`src/hhbu_mul.sv`:
```
module hhbu_mul (
    input  logic        clk,
    input  logic [31:0] a,
    input  logic [31:0] b,
    output logic [63:0] prod
);

    logic [63:0] prod_reg;

    always_ff @(posedge clk)
    begin
        prod_reg <= 64'(a) * 64'(b);
    end

    assign prod = prod_reg;

endmodule

```
`config.mk`:
```
export PLATFORM = sky130hd
export DESIGN_NAME = hhbu_mul
export DESIGN_NICKNAME = d
export VERILOG_FILES = /design/src/hhbu_mul.sv
export SDC_FILE = /design/constraint.sdc
export NUM_CORES = 2
export LEC_CHECK = 0
export ABC_AREA = 1
export BUFFER_PORTS_ARGS = -buffer_cell sky130_fd_sc_hd__buf_2
export CORE_MARGIN = 1.5
export CORE_UTILIZATION = 47
export DETAILED_ROUTE_END_ITERATION = 8
export GPL_ROUTABILITY_DRIVEN = 0
export PLACE_DENSITY_LB_ADDON = 0.08
export SETUP_SLACK_MARGIN = 0.1
export SLEW_MARGIN = 20
export SYNTH_ARGS = -nofsm -noshare
export SYNTH_HDL_FRONTEND = slang
export SYNTH_SLANG_ARGS = --single-unit
```
`constraint.sdc`:
```
create_clock -name clk -period 12.6 [get_ports clk]
set_input_delay 2.52 -clock clk [delete_from_list [all_inputs] [get_ports clk]]
set_output_delay 2.52 -clock clk [all_outputs]
set_load 0.01 [all_outputs]
```
Word-level counts from Yosys, hierarchy flattened. Cells that the tools add are included.

Bits in read-only memories: 0. Flip-flop bits (word level): 64. Output and inout bits: 64. Bits in latches: 0. Input port bits: 65. RAM bits: 0. Memories kept: 0.

$lt $le $gt $ge: 0. Equal/unequal tests: 0. Shifts and indexed selects: 0. Multipliers: 1. Mux-type cells: 0. Reduce and logical (&&, ||, !) cells: 0. Divide/modulo/power cells: 0. Bitwise operators: 0. $add $sub $neg: 0.

Operators by type and width (count): multiplier 32 x 32 -> 64 bit (1).

Longest topological paths before layout.
Word-level depth: 1. Mapped depth: 30. Mapped depth without buffers: 29.

Least setup slack after synthesis. Ideal clock, no wire load.

Path kind: input to register. From: in a[25]. To: reg prod_reg[60] (netlist: prod[60]). Buffers on the path: 1. Slack: 4.266 ns. Stages on the path: 26. Data required time: 12.488 ns. Library setup time: 0.112 ns. Data arrival time: 8.222 ns. Path through: clkbuf_1 > nand2_1 > fa_1 > inv_1 > fa_1 > inv_1 > fa_1 > inv_1 > fa_1 > fa_1 > fa_1 > fa_1 > inv_1 > fa_1 > inv_1 > ha_1 > nand2_1 > nand2_1 > a21oi_1 > nand2_1 > nand2_1 > nand2_1 > a21oi_1 > nand2_1 > nand2_1 > nand2_1.

Word-level cells in the longest chain between the ends: 1.

Ends and longest elaborated chain: from (decl) (RTL line 3) `input logic [31:0] a,`; multiplier 32 x 32 -> 64 bit (RTL line 12) `prod_reg <= 64'(a) * 64'(b);`; to (signal assigned) (RTL line 12); to (decl) (RTL line 8) `logic [63:0] prod_reg;`.

No other way between the ends.

Worst setup path after layout.
From: in b[17]. To: reg prod_reg[62] (netlist: prod[62]).

Word-level cells in the longest chain between the ends: 1.

Ends and longest elaborated chain: from (decl) (RTL line 4) `input logic [31:0] b,`; multiplier 32 x 32 -> 64 bit (RTL line 12).

No other way between the ends.

==> metrics <==
outcome=completed; syn_area_per_cell=7.45 um2; Post-CTS Hold Buffers=0; CP Launch Type=input port; synthesis-stage register bit count=64; CTS H-tree depth=3; CP required=12.83 ns; largest net degree at the start of global routing=33; Max clock buf depth=2; Initial Util=0.474; commonest cells after routing, fill and taps aside=inv_1 (1723), nand2_1 (1566), fa_1 (896), ha_1 (263), buf_2 (128); worst hold path depth=3; setup bufs post-CTS=0; CP Capture Type=flip-flop; crit-path max FO=32; dpl hpwl=87.2 mm; Final Hold Fails=0; vias post-DR=29000; Setup TNS=0 ns; first-pass GRT wire length=173 mm; via/cell ratio=4.80; clock slew at reported path FFs=0.06 ns; Filler Cell Count=8075; TritonCTS Buffers=9; vias in the first global route=30700; max-cap violation count=0; CTS resizes=0; RSZ-0062 raised after global routing=no; Final ANT Viol Nets=0; Mapped Cells=5023; Post-Route WL=106 mm; final net count=6206; Tightest Pin Transition=1.07 ns; All-Layer GR Usage=0.274; CTS tree=done; TritonRoute pass-1 iters=5; hold wc startpoint=b[0]; clock sink count=64; I/O Buffers=128; core area=78900 um2; post-route clock period utilization=0.726; Final Setup Violations=0; total die area=81300 um2; syn_nets=6247; worst hold path type=input port to flip-flop; Synth Warn #=0; DRT iter0 DRCs=1735; most common cell after layout, fill and taps aside=inv_1; Final min period=9.15 ns; # DRC=0; DR WL/cell=17.5 um; post-synth cell types=23; number of placed instances, taps included=6021; sequential-to-total area share from yosys stat=0.0343; Die Y-Extent=285 um; Synth-to-Final Area Change=4.41%; top-area cell type share of the netlist area=0.480; Finished Cell Area=39100 um2; area of the mapped netlist=37400 um2; hold endpoint=prod[0]$_DFF_P_; FMAX=109 MHz; final max-slew violation count=0; area leader, netlist=fa_1; critical path arrival=9.38 ns; share of cells above drive strength 1=0.0439; Largest register FFs=64; antenna violations before repair=4; IO Count=129; Post-Layout Cell Count=6038; cell area after placement=38700 um2; clock tree root driver cell=clkbuf_16; final worst-path setup slack=3.45 ns; CP Class=input port to flip-flop; grt ovf=0; Die W=285 um; dpl ws=3.12 ns; row cnt=103; top post-synthesis cells by area=fa_1 (48%), inv_1 (17%), nand2_1 (16%), ha_1 (8.8%), dfxtp_1 (3.4%); Max-slew headroom=0.289
-- worst max-delay path by stage --
stage,startpoint,end,slack (ns),depth (start not counted)
after floorplan,a[25],prod[60]$_DFF_P_,4.27,26
after global placement,a[11],prod[26]$_DFF_P_,3.11,23
after detailed placement,b[17],prod[62]$_DFF_P_,3.12,24
after CTS,b[17],prod[62]$_DFF_P_,3.46,24
after global routing,a[11],prod[41]$_DFF_P_,3.14,26
final,b[17],prod[62]$_DFF_P_,3.45,24
-- kinds of logic after synthesis --
family	Yosys count	synth area share
buffers and inverters	1927	0.193
and+or+nand+nor	1781	0.188
adders and majority gates	1159	0.568
DFF	64	0.0343
AOI/OAI and AO/OA	57	0.00853
xor gates and xnor gates	35	0.00820
-- metal layers --
metal | vias to the layer above | GRT usage | wire length [um]
met5 | - | 0 | 55
met4 | 8 | 0.0517 | 2170
met3 | 125 | 0.0172 | 3980
met2 | 655 | 0.487 | 53700
met1 | 14700 | 0.371 | 45900
li1 | 13500 | - | -
-- final cells by class --
class	instances	area, um2	area share
Tap cell	1050	1310	0.0336
Clock inverter	6	93.8	0.00240
Clock buffer	10	229	0.00586
Multi-Input combinational cell	3032	28900	0.740
Antenna cell	1	2.50	0.0000641
Inverter	1735	6510	0.167
Sequential cell	64	1280	0.0328
Timing Repair Buffer	140	731	0.0187
-- synth_stat cells --
cell type	number
nor3_1	11
nor3_4	1
clkbuf_1	192
nand3_2	9
o21bai_2	1
nand2_1	1566
nand3_1	56
o21bai_1	11
inv_1	1723
ha_1	263
inv_2	12
xor2_1	33
o21ai_0	2
fa_1	896
a21oi_1	43
xnor2_1	2
nor2_2	14
dfxtp_1	64
nor2_4	6
nand2_2	15
nor3_2	6
nand4_1	16
nor2_1	81
-- through the flow --
step | util | hold slack (ns)
5_1_grt | 0.495 | 2.82
6_report | 0.495 | 2.77
3_5_place_dp | 0.491 | 2.91
3_3_place_gp | 0.491 | 2.92
2_1_floorplan | - | 2.62
4_1_cts | 0.495 | 2.78
-- worst max-delay path: stages --
cell,delay [ns]
buf_2,0.76
nand2_1,0.18
fa_1,0.56
fa_1,0.55
inv_1,0.05
fa_1,0.48
fa_1,0.63
fa_1,0.49
fa_1,0.47
fa_1,0.49
inv_1,0.04
fa_1,0.47
inv_1,0.04
ha_1,0.37
nand2_1,0.17
inv_1,0.05
a21oi_1,0.30
nand2_1,0.14
nand2_1,0.08
nand2_1,0.08
a21oi_1,0.19
nand2_1,0.07
nand2_1,0.05
nand2_1,0.05
Power is left out: the tool's default activity adds up to more than one toggle a clock period on the data nets, which glitch-free logic cannot reach.
