## src/hhbu_pkg.sv

```systemverilog
package hhbu_pkg;

    typedef struct packed {
        logic [31:0] src_address;
        logic [31:0] dst_address;
        logic [15:0] src_port;
        logic [15:0] dst_port;
        logic [7:0]  protocol;
    } in_item_t;

    typedef enum logic [2:0] {
        ACT_INSERT    = 3'd0,
        ACT_INCREMENT = 3'd1,
        ACT_DECAY     = 3'd2,
        ACT_REPLACE   = 3'd3,
        ACT_UNCHANGED = 3'd4
    } action_t;

    typedef struct packed {
        action_t     action;
        logic [9:0]  bucket_index;
        logic [2:0]  cell_index;
        logic [31:0] count_after;
    } result_t;

    typedef enum logic [4:0] {
        ST_CLEAR,
        ST_IDLE,
        ST_HM1,
        ST_HM2,
        ST_HMIX,
        ST_FM1,
        ST_FM2,
        ST_FM3,
        ST_SRD,
        ST_SEV,
        ST_RLO,
        ST_RHI,
        ST_RADD,
        ST_RQ,
        ST_RM,
        ST_DEC
    } state_t;

    // sketch geometry, both powers of two
    localparam int          BUCKETS          = 1024;
    localparam int          CELLS_PER_BUCKET = 8;

    localparam logic [31:0] MM_C1    = 32'hCC9E2D51;
    localparam logic [31:0] MM_C2    = 32'h1B873593;
    localparam logic [31:0] MM_N     = 32'hE6546B64;
    localparam logic [31:0] MM_F1    = 32'h85EBCA6B;
    localparam logic [31:0] MM_F2    = 32'hC2B2AE35;
    localparam logic [31:0] MM_LEN   = 32'd13;
    localparam logic [31:0] LCG_MUL  = 32'd1103515245;
    localparam logic [63:0] LCG_INC  = 64'd12345;
    localparam logic [31:0] SEED_RST = 32'h9747B28C;
    localparam int          RAND_MOD = 10000;
    // x / RAND_MOD == (x * RAND_RECIP) >> RAND_SHIFT for any 32-bit x
    localparam logic [31:0] RAND_RECIP = 32'hD1B71759;
    localparam int          RAND_SHIFT = 45;
    localparam logic [31:0] CNT_MAX  = 32'hFFFFFFFF;
    localparam logic        REG_SEED = 1'b0;

    function automatic logic [13:0] decay_thr(input logic [31:0] c);
        logic [13:0] t;
        t = 14'd1;
        if (c < 32'd20)
        begin
            case (c[4:0])
                5'd0:    t = 14'd100;
                5'd1:    t = 14'd9259;
                5'd2:    t = 14'd8573;
                5'd3:    t = 14'd7942;
                5'd4:    t = 14'd7354;
                5'd5:    t = 14'd6810;
                5'd6:    t = 14'd6309;
                5'd7:    t = 14'd5841;
                5'd8:    t = 14'd5409;
                5'd9:    t = 14'd5010;
                5'd10:   t = 14'd4638;
                5'd11:   t = 14'd4295;
                5'd12:   t = 14'd3977;
                5'd13:   t = 14'd3683;
                5'd14:   t = 14'd3410;
                5'd15:   t = 14'd3158;
                5'd16:   t = 14'd2924;
                5'd17:   t = 14'd2707;
                5'd18:   t = 14'd2507;
                5'd19:   t = 14'd2321;
                default: t = 14'd1;
            endcase
        end
        return t;
    endfunction

endpackage

```

## src/hhbu_mod.sv

```systemverilog
// Remainder by the random modulus through the shared multiplier, two passes:
// first prod = x * RAND_RECIP gives the quotient in prod's top bits,
// then prod = quotient * RAND_MOD and the remainder is x - prod.
module hhbu_mod (
    input  logic [30:0] dividend,
    input  logic [63:0] prod,
    output logic [31:0] quot,
    output logic [13:0] rem
);

    assign quot = 32'(prod[63:hhbu_pkg::RAND_SHIFT]);
    assign rem  = 14'({1'b0, dividend} - prod[31:0]);

endmodule

```

## config.mk

```make
export PLATFORM = sky130hd
export DESIGN_NAME = hhbu_mod
export DESIGN_NICKNAME = d
export VERILOG_FILES = /design/src/hhbu_pkg.sv /design/src/hhbu_mod.sv
export SDC_FILE = /design/constraint.sdc
export NUM_CORES = 1
export LEC_CHECK = 0
export BUFFER_PORTS_ARGS = -buffer_cell sky130_fd_sc_hd__buf_2
export CAP_MARGIN = 20
export CORE_MARGIN = 5
export CORE_UTILIZATION = 29
export DETAILED_ROUTE_END_ITERATION = 16
export PLACE_DENSITY = 0.81
export SYNTH_ARGS = -nofsm -noshare
export SYNTH_HDL_FRONTEND = slang
export SYNTH_SLANG_ARGS = --single-unit
```

## constraint.sdc

```tcl
create_clock -name vclk -period 2.5
set_clock_uncertainty 0.2 [all_clocks]
set_input_delay 0.25 -clock vclk [all_inputs]
set_output_delay 0.25 -clock vclk [all_outputs]
set_load 0.02 [all_outputs]
```

; ---- After elaboration in Yosys (flattened, before gate mapping)
; Index checks and enable logic that the tools add are counted.
[op_classes]
add_sub_neg = 1
[ops]
columns = cell, n
row1 = $sub 14x14->14, 1
[word_totals]
output_inout_bits = 46
wordCells = 1
inputBits = 95
ff_bits = 0

; ---- Logic depth before layout (Yosys ltp)
[logic_depth]
word_depth = 1
ltp_mapped = 9
mapped_depth_nobuf = 9

; ---- Least setup slack after synthesis
; OpenSTA, ideal clock, no wires.
[synth_timing]
kind = input to output
startpoint = in dividend[0]
endpoint = out rem[12]
cell_stages = 9
path_slack_ns = -0.166
n_path_buf = 0
required_ns = 2.050
t_arrival_ns = 2.216
cell_sequence = inv_1 -> ha_1 -> inv_1 -> fa_1 -> a21o_1 -> a221oi_2 -> nor3_2 -> mux2i_1 -> or4_1
[synth_via]
elab_chain_cells = 1
[synth_lines]
columns = element, line_no
row1 = start: declaration, hhbu_mod.sv:5  ; input logic [30:0] dividend,
row2 = $sub 14x14->14, hhbu_mod.sv:12  ; assign rem = 14'({1'b0, dividend} - prod[31:0]);
row3 = end: declaration, hhbu_mod.sv:8  ; output logic [13:0] rem
; No other way between the ends.

; ---- Worst setup path in the final report
; Same ends and word-level chain as after synthesis.

==> summary.txt <==
Die
  – Die H: 68.2 um
  – Die W: 68.2 um
  – I/O pins: 141
  – Num rows: 21
  – Initial core utilization: 0.296
  – Placeable Area: 0.00331 mm2
  – Die ar.: 0.00465 mm2

Synthesis
  – Mapped Avg Cell Area: 6.96 um2
  – Area leader, netlist: buf_4
  – Post-Syn Instances: 141
  – Seq/Total Area, Yosys: 0
  – Mapped Area: 981 um2
  – Ranking of synthesized cells by area: buf_4, ha_1, inv_1
  – Yosys warns: 0
  – Synth unique cells: 36
  – Yosys top cell area share: 0.253

Global routing
  – Vias in the first global route: 911
  – Largest net degree at the start of global routing: 8
  – Grt total ovfl: 0
  – Global-route total usage across every layer: 0.0897
  – Antenna violations before repair: 0
  – First-pass GRT wire length: 3.49 mm

STA
  – Setup TNS: -0.144 ns
  – Fmax: 0.380 GHz
  – Minimum clock period: 2.63 ns
  – Fin crit share: 1.05
  – Worst hold slack: 0.300 ns
  – Final number of setup-violating endpoints: 2
  – RSZ-0062 raised after global routing: yes
  – Hold Fails Final Rpt: 0
  – Final worst slack: -0.135 ns
  – Pins Over Slew Limit: 0

Detailed routing
  – Post-route ant nets: 0
  – DR WL met2: 1.07 mm
  – Metal3 WL: 179 um
  – Initial detailed-routing violation count: 13
  – Top sig layer: met4
  – DRT Wirelength: 2.19 mm
  – Met1 wire length: 915 um
  – Total number of vias: 953
  – Drt drc: 0
  – First-pass DRT Iterations: 3
  – Via density: 4.35
  – Routed len/inst: 9.99 um

Final layout
  – Fillers: 391
  – Sequential cell count: 0
  – Nets@finish: 284
  – Area of the multi-input gates: 744 um2
  – Number of clock buffers in the layout: 0
  – Inserted Diodes: 0
  – Final core utilization: 0.361
  – Reg area: 0 um2
  – Most common cell after layout, fill and taps aside: buf_2
  – Most used cells in the layout excluding fill and tap cells: buf_2, inv_1, buf_4
  – Layout cells sized above 1: 0.393
  – Area growth syn-to-layout: 21.7%

Power
  – Comb pwr share: 1.000
  – Leak Pwr: 0.647 nW
  – Net Switching: 0.216 mW
  – Internal power: 0.163 mW
  – Seq pwr share: 0
  – Pwr/cell area: 318 mW/mm2
  – Peak VDD IR: 0.000128 V
  – Sw Ratio: 0.570
  – Design Power: 0.379 mW
  – Clock power frac: 0

Run
  – MaxCap Viol Count: 0

Status
  – Violated checks: setup timing
  – Status: finished with violations

Placed design
  – Setup WS pre-CTS: -0.340 ns
  – PortBufs: 42
  – Placer congestion estimate: 0.806
  – Final HPWL DP: 1.91 mm

Critical path
  – CP endpoint kind: output pin
  – Critical path class: input port to output pin
  – CP max FO: 2
  – Worst EP required: 2.05 ns
  – CP arrival: 2.18 ns
  – Worst setup SP type: input port

Worst hold path
  – Hold path depth: 0
  – WHS Endpoint: quot[0]
  – Hold path startpoint: prod[45]
  – Worst Hold Class: input port to output pin
==> synthesized netlist by cell type <==
library cell / count
a211oi_2: 1
a21o_2: 1
a221oi_1: 1
a211oi_1: 1
nand3b_1: 1
a21oi_1: 10
mux2i_1: 1
a31oi_1: 1
nand4_1: 2
and3_1: 1
nor2_1: 8
xnor2_1: 6
nand3_1: 4
buf_2: 1
buf_6: 1
o21ai_0: 6
or3_1: 1
inv_1: 17
nand2b_1: 1
a221oi_2: 1
and2b_1: 1
buf_4: 33
conb_1: 1
nor3_1: 1
xor2_1: 6
a21boi_0: 1
o31ai_1: 1
ha_1: 13
o211ai_1: 1
nand2_1: 9
or2b_1: 1
fa_1: 1
nor3_2: 1
or4_1: 1
o21bai_1: 1
a21o_1: 3
==> logic make-up (layout without fill, tap and decap cells) <==
group	after synthesis	in the layout	synth area share
other	1	13	0.00382
adder cells (fa/ha/maj)	14	14	0.186
AND/OR/NAND/NOR	32	32	0.163
AO/OA/AOI/OAI	29	29	0.195
buffers and inverters	52	72	0.334
multiplexers	1	1	0.0102
XOR/XNOR	12	12	0.107
==> layout make-up <==
cell class / count / area share
multi-input combinational: 101 / 0.624
timing repair buffer: 55 / 0.273
inverter: 17 / 0.0556
tap: 46 / 0.0482
==> metal layers <==
metal  up-vias  track usage
met5         -            0
met4         0       0.0124
met3         4       0.0115
met2        38        0.181
met1       419       0.0999
li1        492            -
==> power by group through the flow <==
stage	Sequential, mW	Clock, mW	Combinational [mW]
6_report	0	0	0.379
3_3_place_gp	0	0	0.343
2_1_floorplan	0	0	0.305
4_1_cts	0	0	0.363
5_1_grt	0	0	0.416
3_5_place_dp	0	0	0.348
==> worst max-delay path, cell delays in order <==
cell and delay, ns:
buf_6 0.10, inv_4 0.04, ha_4 0.13, inv_2 0.03, fa_2 0.33, a21o_1 0.20
a221oi_4 0.27, nor3_2 0.07, mux2i_1 0.12, or4_4 0.46, buf_2 0.17
==> metrics by stage <==
step	area, um2	cells
final	1190	219
after detailed placement	1100	213
after global placement	1100	213
after CTS	1140	216
after floorplan	1040	153
after global routing	1190	219
==> timing repair <==
item                       in CTS  in global routing
hold buffers                    0                  0
setup buffers                   3                  4
setup endpoints to repair       2                  4
resized for setup               6                 11
pin swaps                       3                  4
==> worst max-delay path by stage <==
stage	from	endpoint	slack, ns
after floorplan	dividend[0]	rem[12]	0.03
after global placement	dividend[0]	rem[12]	-0.32
after detailed placement	dividend[0]	rem[12]	-0.34
after CTS	dividend[0]	rem[12]	-0.19
after global routing	dividend[0]	rem[12]	-0.20
final	dividend[0]	rem[12]	-0.13
(Power assumes the default switching activity.)
